### src/sv/hya_pkg.sv
`default_nettype none
package hya_pkg;

  localparam int FRAME_WIDTH_DEF     = 640;
  localparam int FRAME_HEIGHT_DEF    = 480;
  localparam int COORD_FRAC_BITS_DEF = 6;

  localparam int COEF_W    = 40;
  localparam int COEF_FRAC = 24;
  localparam int NUM_COEFS = 8;
  localparam int IDX_W     = 3;
  localparam int COORD_W   = 16;
  localparam int PROD_W    = COEF_W + COORD_W;
  // sum of two products and a scaled constant term
  localparam int SUM_W     = PROD_W + 2;
  localparam int MAG_W     = SUM_W + 1;
  localparam int DEN_W     = SUM_W - 1;
  // quotient bits kept; anything at or above 2^QBITS is outside any frame
  localparam int QBITS     = 13;
  localparam int CMP_W     = DEN_W + QBITS;
  localparam int PIX_W     = QBITS + 1;
  localparam int COL_W     = 10;
  localparam int ROW_W     = 9;
  localparam int OFS_W     = 20;

  typedef enum logic [IDX_W-1:0] {
    REG_H00 = 3'd0,
    REG_H01 = 3'd1,
    REG_H02 = 3'd2,
    REG_H10 = 3'd3,
    REG_H11 = 3'd4,
    REG_H12 = 3'd5,
    REG_H20 = 3'd6,
    REG_H21 = 3'd7
  } hya_reg_t;

  typedef logic signed [COEF_W-1:0] coef_t;

  typedef struct packed {
    logic func;
    logic dpos;
  } hya_side_t;

  typedef struct packed {
    logic [MAG_W-1:0] mag;
    logic             neg;
  } hya_lane_t;

  typedef struct packed {
    logic [QBITS-1:0] q;
    logic             neg;
    logic             ovf;
  } hya_quot_t;

endpackage
`default_nettype wire

### src/sv/hya_addr.sv
`default_nettype none
module hya_addr import hya_pkg::*; #(
  parameter int FRAME_WIDTH  = FRAME_WIDTH_DEF,
  parameter int FRAME_HEIGHT = FRAME_HEIGHT_DEF
) (
  input  wire logic      clk,
  input  wire logic      rst_n,
  input  wire logic      ce,
  input  wire logic      in_valid,
  input  wire hya_side_t side,
  input  wire hya_quot_t quot_x,
  input  wire hya_quot_t quot_y,
  output logic           out_valid,
  output logic           in_range,
  output logic [COL_W-1:0] cam_col,
  output logic [ROW_W-1:0] cam_row,
  output logic [OFS_W-1:0] luma_offset,
  output logic [OFS_W-1:0] cb_offset,
  output logic [OFS_W-1:0] cr_offset
);

  localparam logic [PIX_W:0] WIDTH_C  = (PIX_W+1)'(FRAME_WIDTH);
  localparam logic [PIX_W:0] HEIGHT_C = (PIX_W+1)'(FRAME_HEIGHT);
  localparam int             BASE_W   = 2 * PIX_W + 2;
  localparam logic [BASE_W-1:0] STRIDE = BASE_W'(2 * FRAME_WIDTH);

  logic [PIX_W-1:0] colv, rowv;
  logic             ok;

  logic             va_r, vb_r;
  logic             ok_r;
  logic [PIX_W-1:0] col_r, row_r;

  logic             rng_r;
  logic [COL_W-1:0] col_o_r;
  logic [ROW_W-1:0] row_o_r;
  logic [OFS_W-1:0] luma_r, cb_r, cr_r;
  logic [BASE_W-1:0] base;

  always_comb begin
    colv = side.func ? PIX_W'(quot_x.q) : {quot_x.q, 1'b0};
    rowv = side.func ? PIX_W'(quot_y.q) : {quot_y.q, 1'b0};
    // a negative quotient that truncated to zero still lands on column or row zero
    ok = side.dpos && !quot_x.ovf && !quot_y.ovf
      && (!quot_x.neg || quot_x.q == '0) && (!quot_y.neg || quot_y.q == '0)
      && ((PIX_W+1)'(colv) < WIDTH_C) && ((PIX_W+1)'(rowv) < HEIGHT_C);
  end

  assign base = BASE_W'(row_r) * STRIDE + (BASE_W'(col_r >> 1) << 2);

  always_ff @(posedge clk) begin
    if (!rst_n) begin
      va_r <= 1'b0;
      vb_r <= 1'b0;
    end else if (ce) begin
      va_r <= in_valid;
      vb_r <= va_r;
    end
  end

  always_ff @(posedge clk) begin
    if (ce) begin
      ok_r  <= ok;
      col_r <= ok ? colv : '0;
      row_r <= ok ? rowv : '0;

      rng_r   <= ok_r;
      col_o_r <= COL_W'(col_r);
      row_o_r <= ROW_W'(row_r);
      luma_r  <= ok_r ? OFS_W'(base + (col_r[0] ? BASE_W'(2) : '0)) : '0;
      cb_r    <= ok_r ? OFS_W'(base + BASE_W'(1)) : '0;
      cr_r    <= ok_r ? OFS_W'(base + BASE_W'(3)) : '0;
    end
  end

  assign out_valid   = vb_r;
  assign in_range    = rng_r;
  assign cam_col     = col_o_r;
  assign cam_row     = row_o_r;
  assign luma_offset = luma_r;
  assign cb_offset   = cb_r;
  assign cr_offset   = cr_r;

endmodule
`default_nettype wire

### config.mk
export PLATFORM = sky130hd
export DESIGN_NAME = hya_addr
export DESIGN_NICKNAME = d
export VERILOG_FILES = /design/src/sv/hya_pkg.sv /design/src/sv/hya_addr.sv
export SDC_FILE = /design/constraint.sdc
export NUM_CORES = 1
export LEC_CHECK = 0
export ABC_AREA = 1
export ABC_CLOCK_PERIOD_IN_PS = 4490
export CORE_ASPECT_RATIO = 0.7
export CORE_MARGIN = 2
export CORE_UTILIZATION = 51
export CTS_BUF_LIST = sky130_fd_sc_hd__clkbuf_4 sky130_fd_sc_hd__clkbuf_8
export DETAILED_ROUTE_END_ITERATION = 10
export DONT_BUFFER_PORTS = 1
export PLACE_DENSITY = 0.66
export SLEW_MARGIN = 40
export SYNTH_ARGS = -nofsm -noshare
export SYNTH_HDL_FRONTEND = slang
export SYNTH_SLANG_ARGS = --single-unit
### constraint.sdc
create_clock -name clk -period 4.49 [get_ports clk]
set_clock_uncertainty 0.15 [all_clocks]
set_input_delay 0.898 -clock clk [delete_from_list [all_inputs] [get_ports clk]]
set_output_delay 0.898 -clock clk [all_outputs]
set_load 0.05 [all_outputs]
==> impl_metrics.env, run 1 <==
export IMPL_grt_busiest_layer="met1"
export IMPL_dieArea_sq_um=8620
export IMPL_layout_nets=476
export IMPL_io_buffer_count=0
export IMPL_rsz0062_at_grt="false"
export IMPL_reg2reg_from="row_r[1]"
export IMPL_cts_tree="yes"
export IMPL_hold_depth=0
export IMPL_setup_tns_ps=0
export IMPL_arrival_ps=3120
export IMPL_layout_setup_ws_ps=1310
export IMPL_power_mw=1.77
export IMPL_core_region_area_sq_um=7770
export IMPL_syn_inst=424
export IMPL_die_w_microns=110
export IMPL_vias=2619
export IMPL_antenna_left=0
export IMPL_min_from="col_r[0]"
export IMPL_netlist_area_sq_um=4020
export IMPL_fin_util_pct=53.3
export IMPL_final_cell_mix="nand2_1 (84), edfxtp_1 (67), inv_1 (59)"
export IMPL_powerDensity_nw_per_um2=427
export IMPL_drt_total_wl_microns=7080
export IMPL_syn_to_final_growth_pct=3.11
export IMPL_r2r_setup_slack_ps=1310
export IMPL_clockBufferDepth=2
export IMPL_routedWlPerCell_microns=13.6
export IMPL_hold_end="cam_col[0]"
export IMPL_period_minus_slack_ps=3180
export IMPL_layout_commonest_cell="nand2_1"
export IMPL_cts_resized=0
export IMPL_start_kind="flop"
export IMPL_finalWeightedCongestion=0.843
export IMPL_crit_fanout=5
export IMPL_ys_ff_latch=69
export IMPL_r2r_end="cr_offset[18]"
export IMPL_diodes=0
export IMPL_ir_worst_vdd_v=0.000217
export IMPL_n_fill_cell=696
export IMPL_row_count=27
export IMPL_clk_pin_slew_ps=80
export IMPL_end_kind="flop"
export IMPL_ctsHoldBuffers=0
export IMPL_clock_latency_ps=340
export IMPL_slew_viol_final=0
export IMPL_met3_usage_pct=8.47
export IMPL_drc=0
export IMPL_leakagePower_nw=1.89
export IMPL_grt_usage_pct=17.3
export IMPL_cts_setup_buffers=0
export IMPL_cp_top_family="adder cells"
export IMPL_drtIter0Drc=127
export IMPL_syn_avg_cell_area_sq_um=9.48
export IMPL_overflow=0
export IMPL_grt_pass1_vias=2310
export IMPL_hold_class="reg -> reg"
export IMPL_initial_utilization_pct=51.7
export IMPL_worstPathRequired_ps=4440
export IMPL_slowest_delay_ps=460
export IMPL_cts_inserted_buffers=9
export IMPL_seq_area_frac_synth_pct=51.1
export IMPL_die_y_microns=78.3
export IMPL_setup_violations=0
export IMPL_grt_antenna_before_repair=0
export IMPL_reg2reg_depth=14
export IMPL_grt_pass1_wl_microns=11200
export IMPL_grt_max_degree=71
export IMPL_io_pins=117
export IMPL_slew_headroom_pct=48.6
export IMPL_hold_viol=0
export IMPL_worst_pin_slew_ps=770
export IMPL_use_met2_pct=23.3
export IMPL_worstSetupPathType="reg -> reg"
export IMPL_layout_drive_gt1_share_pct=12.4
export IMPL_dr_pass1_iters=4
export IMPL_clock_sinks=69
export IMPL_htree_levels=3
export IMPL_dpl_cell_area_sq_um=3950
export IMPL_ys_warn_count=0
export IMPL_root_buffer="clkbuf_8"
export IMPL_grt_use_met1_pct=24.5
export IMPL_fin_crit_sh_pct=70.7
export IMPL_crit_path_top_delay_cell="edfxtp_1"
export IMPL_via_per_inst=5.04
export IMPL_post_place_ws_ps=1320
export IMPL_cpMostUsedCell="nand2_1"
export IMPL_ys_types=33
export IMPL_status="complete, no violations"
export IMPL_design_area_sq_um=4140
export IMPL_maxCapViolCount=0
export IMPL_crit_buf_inv=1
export IMPL_max_freq_mhz=315
export IMPL_crit_chain="ha_1 -> ha_1 -> inv_1 -> fa_1 -> xnor2_1 -> ha_1 -> nand2_1 -> or2_2 -> nand3_1 -> nand2_1 -> nand2_1 -> nand3_1 -> nand2_1 -> nor2_1"
export IMPL_hpwl_microns=5030
==> registers in the layout (all words and copies together), names as in the netlist <==
name	flops
out_valid	1
cr_offset	18
cam_row	9
col_r	14
in_range	1
luma_offset	2
cam_col	10
row_r	12
va_r	1
ok_r	1
==> final cells by class <==
class                      instances  area [sq um]  area share (%)
clock buffer                      10           131            3.17
multi-input combinational        255          1400            33.9
timing repair buffer              19           143            3.44
inverter                          60           225            5.43
clock inverter                     6          62.6            1.51
sequential                        69          2050            49.5
tap                              101           126            3.05
==> power by group <==
part / internal, mW / switching [mW]
Sequential: 0.759 / 0.0604
Clock: 0.263 / 0.239
Combinational: 0.109 / 0.339
Total: 1.13 / 0.637
==> worst register-to-register path, cell delays in order, from the launching register on <==
cell,delay (ps)
edfxtp_1,460
ha_1,320
ha_1,160
inv_1,50
fa_1,410
xnor2_1,150
ha_1,350
nand2_1,90
or2_2,300
nand3_1,110
nand2_1,70
nand2_1,110
nand3_1,90
nand2_1,60
nor2_1,60
==> routing by layer <==
metal	part of all wire, %	vias up
met4	1.3	0
met5	0	-
met3	8.9	8
li1	-	1329
met2	42	98
met1	47	1184
==> how the worst max path moves through the flow <==
stage,cells past startpoint,end,from
final,14,cr_offset[18],row_r[1]
after global routing,14,cr_offset[16],row_r[1]
after CTS,14,cr_offset[18],row_r[1]
after detailed placement,14,cr_offset[18],row_r[1]
after global placement,14,cr_offset[18],row_r[1]
after floorplan,14,cr_offset[18],row_r[1]
==> synth_stat cells, drive strengths merged <==
library cell  number  area (sq um)
nor2              46           210
o211ai             1          7.51
fa                 2          40.0
edfxtp            67          2010
a21oi             28           140
dfxtp              2          40.0
o22ai              1          6.26
nor3               4          25.0
nand3b             1          7.51
buf               45           357
or2                3          18.8
inv               60           225
nand3             18          90.1
xnor2              3          26.3
nand4              3          18.8
nand2             85           327
a21boi             1          7.51
conb               1          3.75
ha                24           300
xor2               1          8.76
a31oi              1          6.26
o21a               3          22.5
o21ai             20           100
o31ai              1          7.51
clkbuf             3          11.3
==> stage by stage <==
step / std cells / hold WS [ps]
after detailed placement: 504 / 286
after CTS: 520 / 303
final: 520 / 302
after global placement: 504 / 283
after global routing: 520 / 323
after floorplan: 432 / 277
==> cells by family after synthesis <==
logic type,Yosys count,share of synthesized area (%)
other,1,0.0933
AOI/OAI and AO/OA,56,7.41
DFF,69,51.1
xor gates and xnor gates,4,0.872
buffers and inverters,108,14.8
adders and majority gates,26,8.47
and+or+nand+nor,160,17.3
Note: power is estimated with default switching activity, not from simulation.
==> inputs of run 2 (changes only) <==
ABC_CLOCK_PERIOD_IN_PS = 3210   (was 4490)
clock period = 3.21 ns   (was 4.49 ns; I/O delays follow)
==> impl_metrics.env, run 2 (synthesis gave the netlist of run 1 again) <==
export IMPL_r2r_end="cr_offset[18]"
export IMPL_clock_sinks=69
export IMPL_crit_fanout=5
export IMPL_slowest_delay_ps=510
export IMPL_clockBufferDepth=2
export IMPL_ctsHoldBuffers=0
export IMPL_worstPathRequired_ps=3160
export IMPL_root_buffer="clkbuf_8"
export IMPL_io_pins=117
export IMPL_grt_pass1_wl_microns=11100
export IMPL_placed_cells=504
export IMPL_die_y_microns=78.3
export IMPL_reg2reg_from="row_r[1]"
export IMPL_syn_to_final_growth_pct=4.20
export IMPL_cts_tree="yes"
export IMPL_cpMostUsedCell="nand2_1"
export IMPL_multi_input_area_sq_um=1420
export IMPL_crit_chain="ha_1 -> ha_1 -> inv_1 -> fa_2 -> inv_1 -> ha_4 -> nand2_1 -> or2_2 -> nand3_1 -> nand2_1 -> nand2_1 -> nand3_1 -> nand2_1 -> nor2_1"
export IMPL_r2r_setup_slack_ps=130
export IMPL_layout_nets=480
export IMPL_clock_latency_ps=340
export IMPL_dieArea_sq_um=8620
export IMPL_start_kind="flop"
export IMPL_crit_path_top_delay_cell="fa_2"
export IMPL_io_buffer_count=0
export IMPL_register_area_sq_um=2050
export IMPL_layout_commonest_cell="nand2_1"
export IMPL_drt_total_wl_microns=7200
export IMPL_final_cell_mix="nand2_1 (84), edfxtp_1 (67), inv_1 (59)"
export IMPL_grt_antenna_before_repair=0
export IMPL_core_region_area_sq_um=7770
export IMPL_min_from="ce"
export IMPL_post_place_ws_ps=34.7
export IMPL_antenna_left=0
export IMPL_worstSetupEndpoint="cr_offset[18]"
export IMPL_drtIter0Drc=105
export IMPL_max_freq_mhz=324
export IMPL_worstSetupPathType="reg -> reg"
export IMPL_layout_drive_gt1_share_pct=13.7
export IMPL_hold_worst_slack_ps=273
export IMPL_layout_setup_ws_ps=125
export IMPL_cp_top_family="adder cells"
export IMPL_powerDensity_nw_per_um2=591
export IMPL_grt_pass1_vias=2304
export IMPL_vias=2601
export IMPL_largest_reg_flops=18
export IMPL_grt_usage_pct=17.1
export IMPL_worst_pin_slew_ps=760
export IMPL_cp_startpoint="row_r[1]"
export IMPL_fin_crit_sh_pct=96.1
export IMPL_slew_viol_final=0
export IMPL_end_kind="flop"
export IMPL_status="complete, no violations"
export IMPL_htree_levels=3
export IMPL_die_w_microns=110
export IMPL_dr_pass1_iters=4
export IMPL_hold_class="in -> reg"
export IMPL_crit_buf_inv=2
export IMPL_hold_viol=0
export IMPL_clk_pin_slew_ps=80
export IMPL_dpl_cell_area_sq_um=3950
export IMPL_routedWlPerCell_microns=13.8
export IMPL_period_minus_slack_ps=3080
export IMPL_setup_violations=0
export IMPL_grt_max_degree=71
export IMPL_setup_tns_ps=0
export IMPL_cts_inserted_buffers=9
export IMPL_reg2reg_depth=14
export IMPL_row_count=27
export IMPL_leakagePower_nw=1.90
export IMPL_n_fill_cell=726
export IMPL_initial_utilization_pct=51.7
export IMPL_ir_worst_vdd_v=0.000301
export IMPL_arrival_ps=3030
export IMPL_fin_util_pct=53.9
export IMPL_hpwl_microns=5080
export IMPL_finalWeightedCongestion=0.843
export IMPL_overflow=0
export IMPL_design_area_sq_um=4190
export IMPL_drc=0
export IMPL_maxCapViolCount=0
export IMPL_fin_cells=523
export IMPL_path_depth=14
export IMPL_slew_headroom_pct=49.3
export IMPL_diodes=0
export IMPL_via_per_inst=4.97
export IMPL_power_mw=2.48
==> run 2: worst min-delay path by stage <==
stage | cells past startpoint | to | slack (ps)
6_report | 0 | col_r[6] | 270
4_1_cts | 0 | cr_offset[15] | 250
5_1_grt | 0 | col_r[6] | 250
2_1_floorplan | 0 | cam_col[0] | 280
3_5_place_dp | 0 | cam_col[2] | 290
3_3_place_gp | 0 | cam_col[5] | 280
==> run 2: where the power goes <==
part / total (mW) / switching (mW) / internal, mW
sequential: 1.15 / 0.0847 / 1.06
clock: 0.682 / 0.328 / 0.354
combinational: 0.647 / 0.482 / 0.165
total: 2.48 / 0.895 / 1.58
==> run 2: final cells by class <==
class / count / area share (%)
clock buffer: 9 / 2.96
inverter: 60 / 5.38
tap: 101 / 3.02
sequential: 69 / 49.0
clock inverter: 6 / 1.55
multi-input combinational: 255 / 34.0
timing repair buffer: 23 / 4.12
==> run 2: per-layer routing <==
metal | track usage, % | vias to the layer above | share of wire [%]
met3 | 7.81 | 6 | 8.5
li1 | - | 1330 | -
met5 | 0 | - | 0
met2 | 23.3 | 92 | 42
met4 | 4.00 | 0 | 1.1
met1 | 24.7 | 1173 | 48
==> run 2: timing repair <==
action / in CTS / in global routing
gates resized for setup: 0 / 4
endpoints found under the setup margin: 0 / 5
buffers inserted: 0 / 4
==> inputs of run 3 (changes only) <==
CTS_BUF_LIST = sky130_fd_sc_hd__clkbuf_16   (was sky130_fd_sc_hd__clkbuf_4 sky130_fd_sc_hd__clkbuf_8)
==> impl_metrics.env, run 3 (synthesis gave the netlist of run 1 again) <==
export IMPL_status="complete, no violations"
export IMPL_drc=0
export IMPL_period_minus_slack_ps=3080
export IMPL_crit_buf_inv=2
export IMPL_fin_crit_sh_pct=96.0
export IMPL_hold_worst_slack_ps=285
export IMPL_layout_commonest_cell="nand2_1"
export IMPL_diodes=0
export IMPL_final_cell_mix="nand2_1 (84), edfxtp_1 (67), inv_1 (59)"
export IMPL_start_kind="flop"
export IMPL_io_buffer_count=0
export IMPL_layout_nets=480
export IMPL_fin_cells=523
export IMPL_power_frac_seq_pct=41.7
export IMPL_crit_chain="ha_1 -> ha_1 -> inv_1 -> fa_2 -> inv_1 -> ha_4 -> nand2_1 -> or2_2 -> nand3_1 -> nand2_1 -> nand2_1 -> nand3_1 -> nand2_1 -> nor2_1"
export IMPL_slowest_delay_ps=510
export IMPL_core_region_area_sq_um=7770
export IMPL_power_frac_clock_pct=34.7
export IMPL_design_area_sq_um=4290
export IMPL_root_buffer="clkbuf_16"
export IMPL_die_w_microns=110
export IMPL_crit_path_top_delay_cell="fa_2"
export IMPL_cts_tree="yes"
export IMPL_arrival_ps=3010
export IMPL_cp_top_family="adder cells"
export IMPL_crit_fanout=5
export IMPL_hold_viol=0
export IMPL_n_fill_cell=708
export IMPL_r2r_setup_slack_ps=130
export IMPL_grt_pass1_wl_microns=11300
export IMPL_slew_viol_final=0
export IMPL_clk_pin_slew_ps=60
export IMPL_grt_antenna_before_repair=0
export IMPL_clockBufferDepth=2
export IMPL_hold_class="in -> reg"
export IMPL_powerDensity_nw_per_um2=642
export IMPL_syn_to_final_growth_pct=6.72
export IMPL_max_freq_mhz=324
export IMPL_worstSetupPathType="reg -> reg"
export IMPL_overflow=0
export IMPL_r2r_end="cr_offset[18]"
export IMPL_grt_pass1_vias=2353
export IMPL_maxCapViolCount=0
export IMPL_ir_worst_vdd_v=0.000312
export IMPL_fin_util_pct=55.2
export IMPL_drt_total_wl_microns=7290
export IMPL_slew_headroom_pct=48.9
export IMPL_finalWeightedCongestion=0.843
export IMPL_htree_levels=3
export IMPL_drtIter0Drc=118
export IMPL_p_int_mw=1.82
export IMPL_antenna_left=0
export IMPL_io_pins=117
export IMPL_dr_pass1_iters=5
export IMPL_end_kind="flop"
export IMPL_vias=2624
export IMPL_row_count=27
export IMPL_ctsHoldBuffers=0
export IMPL_grt_usage_pct=17.5
export IMPL_worstPathRequired_ps=3140
export IMPL_via_per_inst=5.02
export IMPL_reg2reg_depth=14
export IMPL_hpwl_microns=5080
export IMPL_power_frac_comb_pct=23.6
export IMPL_placed_cells=504
export IMPL_min_from="ce"
export IMPL_initial_utilization_pct=51.7
export IMPL_cts_inserted_buffers=9
export IMPL_hold_depth=0
export IMPL_routedWlPerCell_microns=13.9
export IMPL_setup_violations=0
export IMPL_grt_max_degree=71
export IMPL_clock_latency_ps=320
export IMPL_power_switching_uw=927
export IMPL_cpMostUsedCell="nand2_1"
export IMPL_layout_drive_gt1_share_pct=13.7
export IMPL_worst_pin_slew_ps=767
export IMPL_dpl_cell_area_sq_um=3950
export IMPL_clock_sinks=69
export IMPL_p_sw_share_pct=33.7
export IMPL_largest_reg_flops=18
export IMPL_die_y_microns=78.3
export IMPL_hold_end="col_r[6]"
export IMPL_leakagePower_nw=1.95
export IMPL_reg2reg_from="row_r[3]"
export IMPL_dieArea_sq_um=8620
[run 3: cell counts in the layout (fill, tap and decap cells not counted)]
Identical to the previous run, type by type.
[run 3: how the worst max path moves through the flow]
| stage | from | end | slack (ps) | cells past startpoint |
|---|---|---|---|---|
| after floorplan | row_r[1] | cr_offset[18] | 310 | 14 |
| after detailed placement | row_r[1] | cr_offset[18] | 30 | 14 |
| final | row_r[3] | cr_offset[18] | 130 | 14 |
| after CTS | row_r[1] | cr_offset[18] | 10 | 14 |
| after global routing | row_r[3] | cr_offset[18] | -30 | 14 |
| after global placement | row_r[1] | cr_offset[18] | 180 | 14 |
[run 3: through the flow]
step,worst slack (ps),setup TNS [ps],power (mW)
after floorplan,313,0,1.77
after global placement,182,0,1.78
after detailed placement,34.7,0,1.79
after CTS,14.3,0,2.76
after global routing,-32.1,-48.2,2.89
final,128,0,2.75
[run 3: routing by layer]
layer  global-route usage, %  wire length, microns
met5                       0                     0
met4                    6.00                   108
met3                    7.23                   582
met2                    23.9                  3090
met1                    25.0                  3510
[run 3: what timing repair did]
item / 4_1_cts / 5_1_grt
resized for setup: 0 / 4
buffers inserted: 0 / 4
setup endpoints to repair: 0 / 5
[run 3: final cells by class]
type                            instances  area [sq um]  area share [%]
Tap cell                              101           126            2.95
Inverter                               60           225            5.25
Multi-Input combinational cell        255          1420            33.2
Sequential cell                        69          2050            47.8
Timing Repair Buffer                   23           173            4.03
Clock inverter                          6          65.1            1.52
Clock buffer                            9           225            5.25
[run 3: power groups by stage]
stage | Combinational [mW] | Clock [mW] | Sequential (mW)
2_1_floorplan | 0.517 | 0 | 1.25
3_3_place_gp | 0.612 | 0 | 1.17
3_5_place_dp | 0.623 | 0 | 1.17
4_1_cts | 0.628 | 0.979 | 1.15
5_1_grt | 0.711 | 1.02 | 1.16
6_report | 0.649 | 0.954 | 1.15
